## config.mk

```make
export PLATFORM = sky130hd
export DESIGN_NAME = flash_block_writeback_cache_flat
export DESIGN_NICKNAME = d
export VERILOG_FILES = /design/src/fbwc_pkg.sv /design/src/fbwc_if.sv /design/src/fbwc_ctrl.sv /design/src/fbwc_datapath.sv /design/src/flash_block_writeback_cache.sv /design/src/flat_wrapper.sv
export SDC_FILE = /design/constraint.sdc
export NUM_CORES = 1
export LEC_CHECK = 0
export BUFFER_PORTS_ARGS = -buffer_cell sky130_fd_sc_hd__clkbuf_2
export CAP_MARGIN = 20
export CORE_ASPECT_RATIO = 0.8
export CORE_MARGIN = 2
export CORE_UTILIZATION = 30
export CTS_BUF_LIST = sky130_fd_sc_hd__clkbuf_4
export CTS_CLUSTER_DIAMETER = 60
export CTS_CLUSTER_SIZE = 40
export DETAILED_ROUTE_END_ITERATION = 8
export MAX_ROUTING_LAYER = met4
export PLACE_DENSITY_LB_ADDON = 0.25
export SLEW_MARGIN = 10
export SYNTH_ARGS = -nofsm -noshare
export SYNTH_HDL_FRONTEND = slang
export SYNTH_SLANG_ARGS = --single-unit
```

## constraint.sdc

```tcl
create_clock -name clk -period 13.76 [get_ports clk]
set_clock_uncertainty 0.1 [all_clocks]
set_input_delay 0 -clock clk [delete_from_list [all_inputs] [get_ports clk]]
set_output_delay 0 -clock clk [all_outputs]
set_load 0.02 [all_outputs]
```

## src/fbwc_pkg.sv

```systemverilog
// Shared types and constants for the flash block write-back cache.
// Used by the channel interfaces, the controller, the datapath and the top level.
// No dependencies.
package fbwc_pkg;

    localparam int FBWC_WAYS              = 8;
    localparam int FBWC_NUM_BLOCKS        = 2048;
    localparam int FBWC_SECTORS_PER_BLOCK = 8;

    localparam int BLOCK_W   = 11;
    localparam int SECTOR_W  = 3;
    localparam int COUNT_W   = 4;
    localparam int OP_W      = 2;
    localparam int WAY_OUT_W = 3;
    localparam int MARK_W    = 15;

    localparam logic [31:0] MARK_MAX = 32'h0000_7FFF;

    typedef enum logic [OP_W-1:0] {
        OP_FILL      = 2'd0,
        OP_WRITEBACK = 2'd1,
        OP_STORE     = 2'd2,
        OP_DONE      = 2'd3
    } op_t;

    // What the datapath places in the output register when the controller emits.
    typedef enum logic [2:0] {
        ACT_EVICT,
        ACT_FILL,
        ACT_STORE,
        ACT_FULL,
        ACT_FLUSH_WB,
        ACT_DONE
    } act_t;

    typedef struct packed {
        logic take;
        logic commit;
        logic emit;
        act_t act;
        logic last;
    } ctl_cmd_t;

    typedef struct packed {
        logic is_flush;
        logic drop;
        logic hit;
        logic has_free;
        logic victim_dirty;
        logic full_run;
        logic flush_pending;
        logic slot_free;
    } dp_status_t;

endpackage

```

## src/fbwc_if.sv

```systemverilog
// Request and result channel interfaces of the flash block write-back cache.
// Depends on fbwc_pkg for the field widths.
interface fbwc_req_if import fbwc_pkg::*; ();
    logic                valid;
    logic                ready;
    logic                kind;
    logic [BLOCK_W-1:0]  block;
    logic [SECTOR_W-1:0] first_sector;
    logic [COUNT_W-1:0]  sector_count;

    modport source (output valid, kind, block, first_sector, sector_count, input ready);
    modport sink (input valid, kind, block, first_sector, sector_count, output ready);
endinterface

interface fbwc_rsp_if import fbwc_pkg::*; ();
    logic                 valid;
    logic                 ready;
    logic [OP_W-1:0]      op;
    logic [WAY_OUT_W-1:0] way;
    logic [BLOCK_W-1:0]   flash_block;
    logic [SECTOR_W-1:0]  start_sector;
    logic [COUNT_W-1:0]   run_length;
    logic [MARK_W-1:0]    high_water;
    logic                 last;

    modport source (output valid, op, way, flash_block, start_sector, run_length,
                    high_water, last, input ready);
    modport sink (input valid, op, way, flash_block, start_sector, run_length,
                  high_water, last, output ready);
endinterface

```

## src/fbwc_ctrl.sv

```systemverilog
// Controller state machine of the flash block write-back cache.
// Sequences lookup, eviction, fill, store and flush; depends on fbwc_pkg.
module fbwc_ctrl import fbwc_pkg::*;
(
    input  logic       clk,
    input  logic       rst_n,
    input  logic       in_valid,
    output logic       in_ready,
    input  dp_status_t status,
    output ctl_cmd_t   cmd
);

    typedef enum logic [2:0] {
        S_IDLE,
        S_LOOKUP,
        S_EVICT,
        S_FILL,
        S_STORE,
        S_FULL,
        S_FLUSH
    } state_t;

    state_t state_reg;
    state_t state_next;

    assign in_ready = (state_reg == S_IDLE);

    always_comb
    begin
        cmd        = '{take: 1'b0, commit: 1'b0, emit: 1'b0, act: ACT_DONE, last: 1'b0};
        state_next = state_reg;
        unique case (state_reg)
            S_IDLE:
            begin
                if (in_valid)
                begin
                    cmd.take   = 1'b1;
                    state_next = S_LOOKUP;
                end
            end
            S_LOOKUP:
            begin
                if (status.is_flush)
                begin
                    state_next = S_FLUSH;
                end
                else if (status.drop)
                begin
                    state_next = S_IDLE;
                end
                else
                begin
                    cmd.commit = 1'b1;
                    if (status.hit)
                        state_next = S_STORE;
                    else if (status.has_free || !status.victim_dirty)
                        state_next = S_FILL;
                    else
                        state_next = S_EVICT;
                end
            end
            S_EVICT:
            begin
                cmd.act  = ACT_EVICT;
                cmd.emit = status.slot_free;
                if (status.slot_free)
                    state_next = S_FILL;
            end
            S_FILL:
            begin
                cmd.act  = ACT_FILL;
                cmd.emit = status.slot_free;
                if (status.slot_free)
                    state_next = S_STORE;
            end
            S_STORE:
            begin
                cmd.act  = ACT_STORE;
                cmd.last = !status.full_run;
                cmd.emit = status.slot_free;
                if (status.slot_free)
                    state_next = status.full_run ? S_FULL : S_IDLE;
            end
            S_FULL:
            begin
                cmd.act  = ACT_FULL;
                cmd.last = 1'b1;
                cmd.emit = status.slot_free;
                if (status.slot_free)
                    state_next = S_IDLE;
            end
            S_FLUSH:
            begin
                // One dirty way is written back per result; done comes when none is left.
                cmd.act  = status.flush_pending ? ACT_FLUSH_WB : ACT_DONE;
                cmd.last = !status.flush_pending;
                cmd.emit = status.slot_free;
                if (status.slot_free && !status.flush_pending)
                    state_next = S_IDLE;
            end
            default:
            begin
                state_next = S_IDLE;
            end
        endcase
    end

    always_ff @(posedge clk or negedge rst_n)
    begin
        if (!rst_n)
            state_reg <= S_IDLE;
        else
            state_reg <= state_next;
    end

endmodule

```

## src/fbwc_datapath.sv

```systemverilog
// Datapath of the flash block write-back cache: tag store, valid and dirty bits,
// round-robin counter, high-water mark and the result register. Depends on fbwc_pkg.
module fbwc_datapath import fbwc_pkg::*;
#(
    parameter int WAYS              = FBWC_WAYS,
    parameter int NUM_BLOCKS        = FBWC_NUM_BLOCKS,
    parameter int SECTORS_PER_BLOCK = FBWC_SECTORS_PER_BLOCK
)
(
    input  logic                clk,
    input  logic                rst_n,
    input  logic                kind,
    input  logic [BLOCK_W-1:0]  block,
    input  logic [SECTOR_W-1:0] first_sector,
    input  logic [COUNT_W-1:0]  sector_count,
    input  ctl_cmd_t            cmd,
    output dp_status_t          status,
    fbwc_rsp_if.source          rsp
);

    localparam int WAY_W = $clog2(WAYS);

    function automatic logic [WAY_W-1:0] first_set(input logic [WAYS-1:0] vec);
        logic [WAY_W-1:0] idx;
        idx = '0;
        for (int w = WAYS - 1; w >= 0; w--)
        begin
            if (vec[w])
                idx = WAY_W'(w);
        end
        return idx;
    endfunction

    function automatic logic [WAY_OUT_W-1:0] way_out(input logic [WAY_W-1:0] idx);
        logic [WAY_W+WAY_OUT_W-1:0] ext;
        ext = {{WAY_OUT_W{1'b0}}, idx};
        return ext[WAY_OUT_W-1:0];
    endfunction

    // Latched input item.
    logic                kind_reg;
    logic [BLOCK_W-1:0]  blk_reg;
    logic [SECTOR_W-1:0] fs_reg;
    logic [COUNT_W-1:0]  cnt_reg;

    logic [BLOCK_W-1:0]  tags_reg [WAYS];
    logic [WAYS-1:0]     valid_reg, valid_next;
    logic [WAYS-1:0]     dirty_reg, dirty_next;
    logic [WAY_W-1:0]    rot_reg, rot_next;
    logic [WAY_W-1:0]    sel_reg, sel_next;
    logic [MARK_W-1:0]   mark_reg, mark_next;

    // Result register.
    logic                 rv_reg, rv_next;
    logic [OP_W-1:0]      op_reg, op_next;
    logic [WAY_OUT_W-1:0] way_reg, way_next;
    logic [BLOCK_W-1:0]   fblk_reg, fblk_next;
    logic [SECTOR_W-1:0]  start_reg, start_next;
    logic [COUNT_W-1:0]   run_reg, run_next;
    logic [MARK_W-1:0]    hw_reg, hw_next;
    logic                 last_reg, last_next;

    logic [7:0]         room;
    logic [COUNT_W-1:0] cnt_eff;
    logic               fs_bad, blk_bad;
    logic [WAYS-1:0]    match, flush_mask;
    logic [WAY_W-1:0]   hit_way, free_way, flush_way, rd_idx;
    logic [BLOCK_W-1:0] rd_tag;
    logic [31:0]        run_end, run_end_sat;
    logic [MARK_W-1:0]  mark_cand;
    logic               slot_free;

    assign room    = 8'(SECTORS_PER_BLOCK) - {5'b0, fs_reg};
    assign cnt_eff = ({4'b0, cnt_reg} > room) ? room[COUNT_W-1:0] : cnt_reg;
    assign fs_bad  = {5'b0, fs_reg} >= 8'(SECTORS_PER_BLOCK);
    assign blk_bad = {21'b0, blk_reg} >= 32'(NUM_BLOCKS);

    always_comb
    begin
        for (int w = 0; w < WAYS; w++)
            match[w] = valid_reg[w] && (tags_reg[w] == blk_reg);
    end

    assign flush_mask = valid_reg & dirty_reg;
    assign hit_way    = first_set(match);
    assign free_way   = first_set(~valid_reg);
    assign flush_way  = first_set(flush_mask);

    // Single tag read port: the flush scan or the selected way.
    assign rd_idx = (cmd.act == ACT_FLUSH_WB) ? flush_way : sel_reg;
    assign rd_tag = tags_reg[rd_idx];

    assign run_end     = {21'b0, blk_reg} * 32'(SECTORS_PER_BLOCK)
                       + {29'b0, fs_reg} + {28'b0, cnt_eff};
    assign run_end_sat = (run_end > MARK_MAX) ? MARK_MAX : run_end;
    assign mark_cand   = run_end_sat[MARK_W-1:0];

    assign slot_free = !rv_reg || rsp.ready;

    assign status.is_flush      = kind_reg;
    assign status.drop          = blk_bad || fs_bad || (cnt_eff == '0);
    assign status.hit           = |match;
    assign status.has_free      = ~&valid_reg;
    assign status.victim_dirty  = dirty_reg[rot_reg];
    assign status.full_run      = {4'b0, cnt_eff} == 8'(SECTORS_PER_BLOCK);
    assign status.flush_pending = |flush_mask;
    assign status.slot_free     = slot_free;

    always_comb
    begin
        valid_next = valid_reg;
        dirty_next = dirty_reg;
        rot_next   = rot_reg;
        sel_next   = sel_reg;
        mark_next  = mark_reg;
        rv_next    = rv_reg && !rsp.ready;
        op_next    = op_reg;
        way_next   = way_reg;
        fblk_next  = fblk_reg;
        start_next = start_reg;
        run_next   = run_reg;
        hw_next    = hw_reg;
        last_next  = last_reg;

        if (cmd.commit)
        begin
            if (status.hit)
                sel_next = hit_way;
            else if (status.has_free)
                sel_next = free_way;
            else
                sel_next = rot_reg;
            if (mark_cand > mark_reg)
                mark_next = mark_cand;
        end

        if (cmd.emit)
        begin
            rv_next    = 1'b1;
            way_next   = way_out(sel_reg);
            fblk_next  = blk_reg;
            start_next = '0;
            run_next   = '0;
            hw_next    = mark_reg;
            last_next  = cmd.last;
            case (cmd.act)
                ACT_EVICT:
                begin
                    op_next             = OP_WRITEBACK;
                    fblk_next           = rd_tag;
                    dirty_next[sel_reg] = 1'b0;
                end
                ACT_FILL:
                begin
                    op_next             = OP_FILL;
                    valid_next[sel_reg] = 1'b1;
                    dirty_next[sel_reg] = 1'b0;
                end
                ACT_STORE:
                begin
                    op_next             = OP_STORE;
                    start_next          = fs_reg;
                    run_next            = cnt_eff;
                    dirty_next[sel_reg] = 1'b1;
                    rot_next = (rot_reg == WAY_W'(WAYS - 1)) ? '0 : rot_reg + 1'b1;
                end
                ACT_FULL:
                begin
                    op_next             = OP_WRITEBACK;
                    dirty_next[sel_reg] = 1'b0;
                end
                ACT_FLUSH_WB:
                begin
                    op_next               = OP_WRITEBACK;
                    way_next              = way_out(flush_way);
                    fblk_next             = rd_tag;
                    dirty_next[flush_way] = 1'b0;
                end
                default:
                begin
                    op_next   = OP_DONE;
                    way_next  = '0;
                    fblk_next = '0;
                end
            endcase
        end
    end

    always_ff @(posedge clk or negedge rst_n)
    begin
        if (!rst_n)
        begin
            valid_reg <= '0;
            dirty_reg <= '0;
            rot_reg   <= '0;
            mark_reg  <= '0;
            rv_reg    <= 1'b0;
        end
        else
        begin
            valid_reg <= valid_next;
            dirty_reg <= dirty_next;
            rot_reg   <= rot_next;
            mark_reg  <= mark_next;
            rv_reg    <= rv_next;
        end
    end

    always_ff @(posedge clk)
    begin
        if (cmd.take)
        begin
            kind_reg <= kind;
            blk_reg  <= block;
            fs_reg   <= first_sector;
            cnt_reg  <= sector_count;
        end
        if (cmd.emit && (cmd.act == ACT_FILL))
            tags_reg[sel_reg] <= blk_reg;
        sel_reg   <= sel_next;
        op_reg    <= op_next;
        way_reg   <= way_next;
        fblk_reg  <= fblk_next;
        start_reg <= start_next;
        run_reg   <= run_next;
        hw_reg    <= hw_next;
        last_reg  <= last_next;
    end

    assign rsp.valid        = rv_reg;
    assign rsp.op           = op_reg;
    assign rsp.way          = way_reg;
    assign rsp.flash_block  = fblk_reg;
    assign rsp.start_sector = start_reg;
    assign rsp.run_length   = run_reg;
    assign rsp.high_water   = hw_reg;
    assign rsp.last         = last_reg;

    // A way can only be dirty while it holds a block.
    a_dirty_needs_valid: assert property (@(posedge clk) disable iff (!rst_n)
        (dirty_reg & ~valid_reg) == '0)
        else $error("dirty way without a valid tag");

    // The controller never overwrites a result that has not been taken.
    a_emit_into_free_slot: assert property (@(posedge clk) disable iff (!rst_n)
        cmd.emit |-> slot_free)
        else $error("result register overwritten");

    a_fill_sets_valid: assert property (@(posedge clk) disable iff (!rst_n)
        (cmd.emit && (cmd.act == ACT_FILL)) |=> valid_reg[$past(sel_reg)])
        else $error("filled way not marked valid");

    a_mark_monotonic: assert property (@(posedge clk) disable iff (!rst_n)
        rv_reg |=> mark_reg >= $past(mark_reg))
        else $error("high-water mark decreased");

endmodule

```

## src/flash_block_writeback_cache.sv

```systemverilog
// Top level of the flash block write-back cache controller.
// Depends on fbwc_pkg, fbwc_if, fbwc_ctrl and fbwc_datapath.
//
// The block takes one item at a time. An accepted item is latched and then
// looked up in the tags, then produces one result per cycle while the result
// register is free. The controller emits one result from each of the evict,
// fill, store and full states, and from the flush state one per dirty way and
// then the done result. An item dropped at the lookup produces no result.
// A result waits in an output register, so the next item is accepted while
// the last result of the previous one is still waiting.
module flash_block_writeback_cache import fbwc_pkg::*;
#(
    parameter int WAYS              = FBWC_WAYS,
    parameter int NUM_BLOCKS        = FBWC_NUM_BLOCKS,
    parameter int SECTORS_PER_BLOCK = FBWC_SECTORS_PER_BLOCK
)
(
    input  logic        clk,
    input  logic        rst_n,
    fbwc_req_if.sink    req,
    fbwc_rsp_if.source  rsp
);

    ctl_cmd_t   cmd;
    dp_status_t status;
    logic       in_ready;

    assign req.ready = in_ready;

    fbwc_ctrl u_ctrl
    (
        .clk      (clk),
        .rst_n    (rst_n),
        .in_valid (req.valid),
        .in_ready (in_ready),
        .status   (status),
        .cmd      (cmd)
    );

    fbwc_datapath
    #(
        .WAYS              (WAYS),
        .NUM_BLOCKS        (NUM_BLOCKS),
        .SECTORS_PER_BLOCK (SECTORS_PER_BLOCK)
    )
    u_datapath
    (
        .clk          (clk),
        .rst_n        (rst_n),
        .kind         (req.kind),
        .block        (req.block),
        .first_sector (req.first_sector),
        .sector_count (req.sector_count),
        .cmd          (cmd),
        .status       (status),
        .rsp          (rsp)
    );

endmodule

```

## src/flat_wrapper.sv

```systemverilog
// flat-port wrapper written by rule: the top's interface ports become plain ports
module flash_block_writeback_cache_flat import fbwc_pkg::*;
#(
    parameter int WAYS              = FBWC_WAYS,
    parameter int NUM_BLOCKS        = FBWC_NUM_BLOCKS,
    parameter int SECTORS_PER_BLOCK = FBWC_SECTORS_PER_BLOCK
)
  (clk, rst_n, req_valid, req_kind, req_block, req_first_sector, req_sector_count, req_ready, rsp_valid, rsp_op, rsp_way, rsp_flash_block, rsp_start_sector, rsp_run_length, rsp_high_water, rsp_last, rsp_ready);
  fbwc_req_if req_i ();
  fbwc_rsp_if rsp_i ();
  input  logic clk;
  input  logic rst_n;
  input wire logic [$bits(req_i.valid)-1:0] req_valid;
  input wire logic [$bits(req_i.kind)-1:0] req_kind;
  input wire logic [$bits(req_i.block)-1:0] req_block;
  input wire logic [$bits(req_i.first_sector)-1:0] req_first_sector;
  input wire logic [$bits(req_i.sector_count)-1:0] req_sector_count;
  output wire logic [$bits(req_i.ready)-1:0] req_ready;
  output wire logic [$bits(rsp_i.valid)-1:0] rsp_valid;
  output wire logic [$bits(rsp_i.op)-1:0] rsp_op;
  output wire logic [$bits(rsp_i.way)-1:0] rsp_way;
  output wire logic [$bits(rsp_i.flash_block)-1:0] rsp_flash_block;
  output wire logic [$bits(rsp_i.start_sector)-1:0] rsp_start_sector;
  output wire logic [$bits(rsp_i.run_length)-1:0] rsp_run_length;
  output wire logic [$bits(rsp_i.high_water)-1:0] rsp_high_water;
  output wire logic [$bits(rsp_i.last)-1:0] rsp_last;
  input wire logic [$bits(rsp_i.ready)-1:0] rsp_ready;
  assign req_i.valid = req_valid;
  assign req_i.kind = req_kind;
  assign req_i.block = req_block;
  assign req_i.first_sector = req_first_sector;
  assign req_i.sector_count = req_sector_count;
  assign req_ready = req_i.ready;
  assign rsp_valid = rsp_i.valid;
  assign rsp_op = rsp_i.op;
  assign rsp_way = rsp_i.way;
  assign rsp_flash_block = rsp_i.flash_block;
  assign rsp_start_sector = rsp_i.start_sector;
  assign rsp_run_length = rsp_i.run_length;
  assign rsp_high_water = rsp_i.high_water;
  assign rsp_last = rsp_i.last;
  assign rsp_i.ready = rsp_ready;
  flash_block_writeback_cache #(.WAYS(WAYS), .NUM_BLOCKS(NUM_BLOCKS), .SECTORS_PER_BLOCK(SECTORS_PER_BLOCK)) u_core (.clk(clk), .rst_n(rst_n), .req(req_i), .rsp(rsp_i));
endmodule
```

Yosys cells after proc, flatten, opt, wreduce, memory -nomap -nowiden

Memories as Yosys holds them, arrays and structs flattened.
Cells that the tools add are included.

Register bits after elaboration: 99
Memory bits (writable): 88
Bits of input ports: 23
Output and inout bits: 41
Logic and storage cells: 166
Memories: 1

Memory list:

| name                       | words | bits a word | rd ports | clocked after Yosys merged registers in | write ports | line                | text |
|---|---|---|---|---|---|---|---|
| u_core.u_datapath.tags_reg | 8     | 11          | 9        | 0                                       | 1           | fbwc_datapath.sv:46 | `logic [BLOCK_W-1:0] tags_reg [WAYS];` |

$add $sub $neg: 4
Magnitude comparators: 8
Equality and inequality tests: 26
Muxes and demuxes: 63
Bitwise operators: 8
Reductions and logical operators: 38

Operators with widths:

| operator               | count |
|---|---|
| $mux W3                | 38 |
| $eq A11 B11 Y1         | 8 |
| $and A8 B8 Y8          | 3 |
| $not A8 Y8             | 3 |
| $pmux W8 S3            | 1 |
| $pmux W11 S2           | 1 |
| $pmux W3 S7            | 1 |
| $pmux W4 S5            | 1 |
| $add A15 B4 Y16        | 1 |
| $gt A16 B15 Y1 const B | 1 |
| $or A8 B8 Y8           | 2 |
| $reduce_or A8 Y1       | 2 |
| $add A14 B3 Y15        | 1 |
| $eq A3 B3 Y1 const B   | 5 |
| $gt A15 B15 Y1         | 1 |
| $mux W15               | 1 |
| $logic_and A1 B1 Y1    | 13 |
| $mux W1                | 13 |
| $eq A3 B2 Y1 const B   | 4 |
| $lt A3 B4 Y1 const B   | 3 |
| $ne A2 B2 Y1 const B   | 6 |
| $reduce_or A3 Y1       | 3 |
| $gt A4 B8 Y1           | 1 |
| $reduce_and A2 Y1      | 4 |
| other kinds (20)       | 30 |

Logic depth before layout (Yosys ltp)

Gate-level depths: netlist (run 1).

Depth in word-level cells: 16
Depth in mapped cells: 26
Mapped depth without buffers: 25

By module

Synthesis (run 1) repeated with hierarchy kept, for this count alone.

Cell total of the unflattened synthesis: 891
Area, all modules: 10,302.4 um2

By module, submodules not included:

| module        | instances | cells an instance | area each (um2) | seq. area each (um2) |
|---|---|---|---|---|
| fbwc_datapath | 1         | 846               | 9,953.3         | 5,350.1 |
| fbwc_ctrl     | 1         | 45                | 349.1           | 75.1 |

Worst setup path after synthesis (run 1)

OpenSTA, ideal clock, no wires.

Path kind: reg2reg
Start point: reg u_core.u_datapath.fs_reg[0]
End point: reg u_core.u_datapath.mark_reg[10]
Setup time: 0.128 ns
Arrival: 4.880 ns
Data required time: 13.532 ns
Setup slack: 8.653 ns
Cell stages (with the launch flop): 25
Buffers on the path: 1
Period minus slack after synthesis: 5.107 ns
Cell sequence: edfxtp_1 -> inv_1 -> ha_1 -> xnor2_1 -> inv_1 -> ha_1 -> and4b_1 -> a211oi_2 -> nor2_2 -> mux2_2 -> ha_1 -> a21o_1 -> a21oi_1 -> nor2b_1 -> o21ai_1 -> nor3_1 -> xor2_1 -> ha_1 -> a21o_1 -> a21o_1 -> a21oi_1 -> o21ai_0 -> o211ai_4 -> buf_6 -> mux2_1

Longest elaborated chain between the ends: 8
Elaborated cells on any way between the ends: 13
Those cells by class: add/sub: 3; order compare: 3; mux: 5; reduce/logical: 2

RTL lines:

| what                                  | line                 | text |
|---|---|---|
| start, declared                       | fbwc_datapath.sv:43  | `logic [SECTOR_W-1:0] fs_reg;` |
| start signal, assigned                | fbwc_datapath.sv:215 | `fs_reg <= first_sector;` |
| $sub A4 B3 Y5 (*)                     | fbwc_datapath.sv:73  | `assign room = 8'(SECTORS_PER_BLOCK) - {5'b0, fs_reg};` |
| $gt A4 B8 Y1                          | fbwc_datapath.sv:74  | `assign cnt_eff = ({4'b0, cnt_reg} > room) ? room[COUNT_W-1:0] : cnt_reg;` |
| $mux W4 (*)                           | fbwc_datapath.sv:74  |  |
| net u_core.u_datapath.cnt_eff[1]      | fbwc_datapath.sv:64  | `logic [COUNT_W-1:0] cnt_eff;` |
| $add A15 B4 Y16 (*)                   | fbwc_datapath.sv:94  | `+ {29'b0, fs_reg} + {28'b0, cnt_eff};` |
| $gt A16 B15 Y1                        | fbwc_datapath.sv:95  | `assign run_end_sat = (run_end > MARK_MAX) ? MARK_MAX : run_end;` |
| $mux W15 (*)                          | fbwc_datapath.sv:95  |  |
| net u_core.u_datapath.run_end_sat[11] | fbwc_datapath.sv:69  | `logic [31:0] run_end, run_end_sat;` |
| $gt A15 B15 Y1 (*)                    | fbwc_datapath.sv:133 | `if (mark_cand > mark_reg)` |
| $reduce_and A2 Y1 (no line) (*)       | n/a                  |  |
| end signal, assigned                  | fbwc_datapath.sv:204 | `mark_reg <= mark_next;` |
| end, declared                         | fbwc_datapath.sv:51  | `logic [MARK_W-1:0] mark_reg, mark_next;` |

Mark *: on every way through the listed nets, which the timed path passes. The rest lies on a longest branch.
A chain may end at the register's enable or synchronous reset.

Worst setup path after layout (run 1)

Start point: reg u_core.u_datapath.fs_reg[0]
End point: reg u_core.u_datapath.mark_reg[2]

Same word-level chain as after synthesis.

==> results of run 1 <==
[cells by family after synthesis]
kind of cell	share of synthesized area, %
simple gates	10.48
flops	55.96
compound gates	9.422
xor+xnor	9.215
buf+inv	3.110
mux	8.118
fa+ha+maj	3.691
[cell usage in the layout, fill, tap and decap left out, types with 6 or more instances in the layout]
| cell type | instances |
|---|---|
| nand2_1 | 44 |
| nand3_1 | 9 |
| mux2_1 | 11 |
| mux2_2 | 21 |
| xnor2_1 | 95 |
| inv_1 | 26 |
| nor3_1 | 27 |
| or3_1 | 6 |
| clkbuf_2 | 63 |
| o21ai_0 | 21 |
| a21oi_1 | 21 |
| ha_1 | 27 |
| mux2_4 | 7 |
| dlygate4sd3_1 | 42 |
| nor2b_1 | 8 |
| nand4_1 | 34 |
| edfxtp_1 | 149 |
| o31ai_1 | 7 |
| o221ai_1 | 11 |
| nand2b_1 | 6 |
| a21o_1 | 10 |
| and2_1 | 9 |
| clkbuf_4 | 19 |
| mux2i_1 | 24 |
| xor2_1 | 7 |
| buf_4 | 22 |
| a222oi_1 | 11 |
| nor2_1 | 27 |
| dfrtp_1 | 38 |
| or2_2 | 8 |
[power by group]
group	total (mW)	leakage (nW)	switching, mW	internal (mW)
clock	0.298	0.145	0.202	0.0957
sequential	0.892	1.84	0.112	0.780
combinational	0.900	2.11	0.540	0.360
total	2.09	4.09	0.854	1.24
[per-layer routing]
metal,vias up,wire length (um),track usage (%)
li1,3099,-,-
met1,3198,11610,20.47
met2,144,10090,21.71
met3,17,1008,2.545
met4,0,290,4.153
met5,-,0,-
[timing repair]
action,4_1_cts,5_1_grt
hold endpoints to repair,75,0
resized for setup,0,0
hold buffers,42,0
endpoints found under the setup margin,0,0
setup buffers,0,0
[critical path: stages (launching register included)]
cell      delay [ns]
edfxtp_1        0.47
inv_1           0.08
ha_1            0.21
xnor2_1         0.24
inv_1           0.08
ha_1            0.32
and4b_1         0.22
a211oi_2        0.06
nor2_2          0.30
mux2_2          0.41
ha_1            0.27
a21o_1          0.17
a21oi_1         0.21
nor2b_1         0.07
o21ai_1         0.35
nor3_1          0.13
xor2_1          0.18
ha_1            0.20
a21o_1          0.17
a21o_1          0.17
a21oi_1         0.12
o21ai_0         0.15
o211ai_4        0.55
mux2_2          0.42
[per-stage QoR]
| stage | utilization, % | hold WS (ns) |
|---|---|---|
| after floorplan | - | -0.3956 |
| after global placement | 33.23 | 0.07710 |
| after detailed placement | 33.32 | -0.1754 |
| after CTS | 35.48 | 0.004584 |
| after global routing | 35.53 | 0.03057 |
| final | 35.53 | 0.05375 |
[worst max path at each step]
stage	end	slack, ns	depth (start not counted)
after detailed placement	u_core.u_datapath.mark_reg[2]	7.97	23
after CTS	u_core.u_datapath.mark_reg[2]	7.96	23
after global routing	u_core.u_datapath.mark_reg[2]	7.50	24
final	u_core.u_datapath.mark_reg[2]	8.02	23
after global placement	u_core.u_datapath.mark_reg[1]	8.08	23
after floorplan	u_core.u_datapath.mark_reg[10]	8.65	24
[final cells by class]
cell class	count	area [sq um]
inverters	27	101.3
clock buffers	19	142.6
repair buffers	130	943.4
clock inverters	13	118.9
diodes	2	5.005
fillers	3205	20400
well taps	420	525.5
flip-flops and latches	187	5425
multi-input cells	514	3980
==> results_dict.tcl, run 1 <==
set metrics [dict create \
    status "complete, no violations" \
    fin_nets 928 \
    core_area_sq_mm 0.03164 \
    ios 64 \
    yosys_register_bits 187 \
    synthFlopType "edfxtp_1" \
    die_area_sq_mm 0.03378 \
    yosysTopAreaCellShare_pct 46.15 \
    instances_no_fill 1312 \
    final_antenna_net_count 0 \
    setup_viol 0 \
    die_h_um 164.8 \
    clk_latency_ns 0.61 \
    crit_type "register to register" \
    wire_per_inst_um 17.53 \
    end_kind "register" \
    globalplace.congestion 0.8131 \
    final-max-slew-violation-count 0 \
    min_path_cells 2 \
    num_vias 6458 \
    power_mw 2.090 \
    reg2regPathDepth 23 \
    area_growth_syn_to_layout_pct 15.97 \
    clk_pin_slew_worst_paths_ns 0.16 \
    hold_path_class "input pin to register" \
    grt_max_degree 40 \
    worst_pin_slew_ns 1.027 \
    hold_end "u_core.u_datapath.fs_reg[0]" \
    rr_endpoint "u_core.u_datapath.mark_reg[2]" \
    cts_tree "built" \
    setup.worst_path.start "u_core.u_datapath.fs_reg[0]" \
    rsz0062_at_grt "false" \
    rows 58 \
    fin_ws_ns 8.025 \
    maxCapViolCount 0 \
    ir_worst_vdd_uv 93.97 \
    fin_area_sq_mm 0.01124 \
    synth-async-reset-ratio_pct 20.32 \
    die_w_um 205.0 \
    grt_pass1_wl_um 36300 \
    required_ns 14.16 \
    cts_buffer_depth 2 \
    p_per_area_mw_per_mm2 185.9 \
    finalCritPeriodShare_pct 41.68 \
    fmax_ghz 0.1744 \
    drt_iter0_markers 436 \
    cellLeakagePower_nw 4.093 \
    yosys-top-cells-area "edfxtp_1 46%, dfrtp_1 9.8%, xnor2_1 8.6%, ha_1 3.5%, mux2i_1 2.5%" \
    synth.most_common_cell "edfxtp_1" \
    numClockSinks 187 \
    ys_types 69 \
    reg2reg_slack_ns 8.02 \
    synth_cells 771 \
    start_kind "register" \
    grt_pass1_vias 6404 \
    viasPerCell 4.922 \
    synth_top_cell_by_area "edfxtp_1" \
    min_from "req_first_sector[0]" \
    route.detailed.drc 0 \
    pre_cts_ws_ns 7.974 \
    grt.total_usage_pct 14.60 \
    synth.avg_cell_area_sq_um 12.57 \
    netlist_area_sq_mm 0.009694 \
    maxSlewHeadroom_pct 31.30 \
    cts_buffers 17 \
    numPlacedInstances 1235 \
    place_area_sq_mm 0.01054 \
    synth_edf_count 149 \
    yosysSeqAreaShare_pct 55.96 \
    syn_nets 822 \
    initial_core_util_pct 30.64 \
    htreeDepth 4 \
    final_hold_viol_count 0 \
    cp.arrival_ns 6.14 \
    io_buffer_count 63 \
    overflow 0 \
    netlist_top_cells_count "149 x edfxtp_1, 95 x xnor2_1, 44 x nand2_1, 38 x dfrtp_1, 34 x nand4_1" \
    root_buffer "clkbuf_4" \
    antenna_found_initial 1 \
    final_layout_size_suffix_gt1_share_pct 19.33 \
    fin_crit_ns 5.735 \
    tns_ns 0 \
    largest_reg_flops 88 \
    critical_path.max_fanout 15 \
    drtPass1Iterations 5 \
    dp_hpwl_um 16490 \
    rr_startpoint "u_core.u_datapath.fs_reg[0]" \
    wl_um 23000 \
    synth_warnings 0 \
]
Power figures use the tool's default switching activity.
==> run 2: changes to the inputs <==
==> constraint.sdc (replaced) <==
create_clock -name clk -period 5.6 [get_ports clk]
set_clock_uncertainty 0.1 [all_clocks]
set_input_delay 0 -clock clk [delete_from_list [all_inputs] [get_ports clk]]
set_output_delay 0 -clock clk [all_outputs]
set_load 0.02 [all_outputs]
==> run 2 against run 1 <==
Against the previous run:
- combinational power up 150%
- clock power rose by 130%
- routed wire length up 2.3%
- critical endpoint unchanged
- sequential share of layout area fell by 0.13 points
- critical path type unchanged
- maximum frequency grew 9.1%
- power grew 150%
- critical path depth is 1 higher
- utilization rose by 0.099 points
- final cell count stayed put
- worst hold slack lost 0.0055 ns
- sequential power is 150% higher
- sequential cell count unchanged
==> results_dict.tcl, run 2 (same netlist as run 1, synthesis figures left out) <==
set metrics [dict create \
    status "complete, no violations" \
    drtPass1Iterations 7 \
    finalCritPeriodShare_pct 93.87 \
    critical_path.max_fanout 15 \
    end_kind "register" \
    switching_share_pct 40.89 \
    min_path_cells 2 \
    p_per_area_mw_per_mm2 455.6 \
    wire_per_inst_um 17.94 \
    cp.arrival_ns 5.63 \
    start_kind "register" \
    die_h_um 164.8 \
    htreeDepth 4 \
    wl_um 23530 \
    cts_tree "built" \
    root_buffer "clkbuf_4" \
    power_mw 5.136 \
    dp_hpwl_um 17010 \
    required_ns 5.97 \
    rr_endpoint "u_core.u_datapath.mark_reg[2]" \
    fin_crit_ns 5.257 \
    whs_ns 0.04823 \
    instances_no_fill 1312 \
    io_buffer_count 63 \
    viasPerCell 4.885 \
    numPlacedInstances 1237 \
    reg2regPathDepth 24 \
    cts_buffers 17 \
    worst_pin_slew_ns 1.067 \
    pre_cts_ws_ns 0.002827 \
    globalplace.congestion 0.8208 \
    clkPwrFrac_pct 13.6 \
    initial_core_util_pct 30.64 \
    maxSlewHeadroom_pct 28.60 \
    cellLeakagePower_nw 4.114 \
    maxCapViolCount 0 \
    regArea_sq_mm 0.005425 \
    fin_ws_ns 0.3431 \
    final_hold_viol_count 0 \
    place_area_sq_mm 0.01056 \
    clk_pin_slew_worst_paths_ns 0.16 \
    pwr-share-seq_pct 43.0 \
    clk_latency_ns 0.59 \
    rows 58 \
    ir_worst_vdd_uv 210.1 \
    grt.total_usage_pct 14.83 \
    cts_buffer_depth 2 \
    tns_ns 0 \
    combPwrFrac_pct 43.3 \
    die_area_sq_mm 0.03378 \
    final_layout_size_suffix_gt1_share_pct 20.54 \
    switchingPower_mw 2.100 \
    final_util_pct 35.63 \
    grt_pass1_vias 6362 \
    grt_max_degree 40 \
    p_int_mw 3.036 \
    min_from "req_sector_count[0]" \
    final_antenna_net_count 0 \
    numClockSinks 187 \
    rr_startpoint "u_core.u_datapath.fs_reg[1]" \
    antenna_found_initial 1 \
    ios 64 \
    largest_reg_flops 88 \
    die_w_um 205.0 \
    final-max-slew-violation-count 0 \
    fin_area_sq_mm 0.01127 \
    fill_cells 3161 \
    setup_viol 0 \
    final_common_cell "edfxtp_1" \
    multi_input_area_sq_mm 0.004024 \
    hold_end "u_core.u_datapath.cnt_reg[0]" \
    reg2reg_slack_ns 0.34 \
    hold_path_class "input pin to register" \
    drt_iter0_markers 513 \
    fin_nets 929 \
    grt_pass1_wl_um 36720 \
    num_vias 6409 \
    route.detailed.drc 0 \
    final_cell_mix "149 x edfxtp_1, 93 x xnor2_1, 63 x clkbuf_2, 44 x nand2_1, 38 x dfrtp_1" \
    area_growth_syn_to_layout_pct 16.29 \
    core_area_sq_mm 0.03164 \
    crit_type "register to register" \
    fmax_ghz 0.1902 \
    overflow 0 \
]
## run 2: cell count changes in the layout (fill, tap and decap cells not counted), sizes merged
| cell | before | now |
|---|---|---|
| buf | 25 | 31 |
| clkbuf | 82 | 80 |
| dlygate4sd3 | 42 | 37 |
| clkinv | 7 | 9 |
| diode | 2 | 1 |
## run 2: power by group through the flow
stage	clock (mW)	combinational, mW	sequential (mW)
finish	0.699	2.23	2.21
floorplan	0	1.45	2.32
global route	0.790	2.46	2.26
detailed placement	0	2.18	2.25
global placement	0	2.18	2.24
CTS	0.735	2.22	2.22
## run 2: final cells by class
type,instances,area share [%]
Sequential cell,187,48.12
Multi-Input combinational cell,514,35.69
Timing Repair Buffer,131,8.391
Tap cell,420,4.661
Clock buffer,17,1.132
Clock inverter,15,1.077
Inverter,27,0.8990
Antenna cell,1,0.02220
## run 2: what timing repair did
action | 4_1_cts | 5_1_grt
hold endpoints to repair | 83 | 0
pin swaps | 0 | 6
cloned | 0 | 0
setup buffers | 0 | 4
hold buffers | 37 | 0
setup endpoints to repair | 7 | 15
gates resized for setup | 1 | 11
## run 2: how the worst max path moves through the flow
stage                                     endpoint                        start  slack (ns)
finish               u_core.u_datapath.mark_reg[2]  u_core.u_datapath.fs_reg[1]        0.34
global route         u_core.u_datapath.mark_reg[0]  u_core.u_datapath.fs_reg[0]       -0.02
CTS                  u_core.u_datapath.mark_reg[0]  u_core.u_datapath.fs_reg[1]        0.07
detailed placement  u_core.u_datapath.mark_reg[14]  u_core.u_datapath.fs_reg[1]       0.003
global placement    u_core.u_datapath.mark_reg[13]  u_core.u_datapath.fs_reg[1]        0.13
floorplan           u_core.u_datapath.mark_reg[10]  u_core.u_datapath.fs_reg[0]        0.49
## run 2: critical path, cell delays in order (launching register included)
cell and delay, ns:
edfxtp_1 0.42, inv_1 0.07, ha_1 0.21, xnor2_2 0.17, inv_1 0.07, ha_1 0.33, and4b_1 0.27, a211oi_4 0.06
nor2_4 0.21, mux2_2 0.38, ha_1 0.34, nand3_1 0.09, nand2_1 0.12, nand2_1 0.12, nor2_1 0.16, nand4_1 0.16
xnor2_2 0.24, ha_1 0.28, a21o_1 0.16, a21o_1 0.17, a21oi_1 0.12, o21ai_0 0.15, o211ai_4 0.20, buf_8 0.20
mux2_2 0.35
## run 2: metal layers
| metal | part of all wire (%) | vias up | routed length [um] | GRT usage, % |
|---|---|---|---|---|
| met5 | 0 | - | 0 | - |
| li1 | - | 3099 | - | - |
| met2 | 44 | 130 | 10360 | 21.78 |
| met4 | 1.0 | 0 | 236 | 3.990 |
| met3 | 3.7 | 15 | 860 | 2.328 |
| met1 | 51 | 3165 | 12070 | 21.27 |
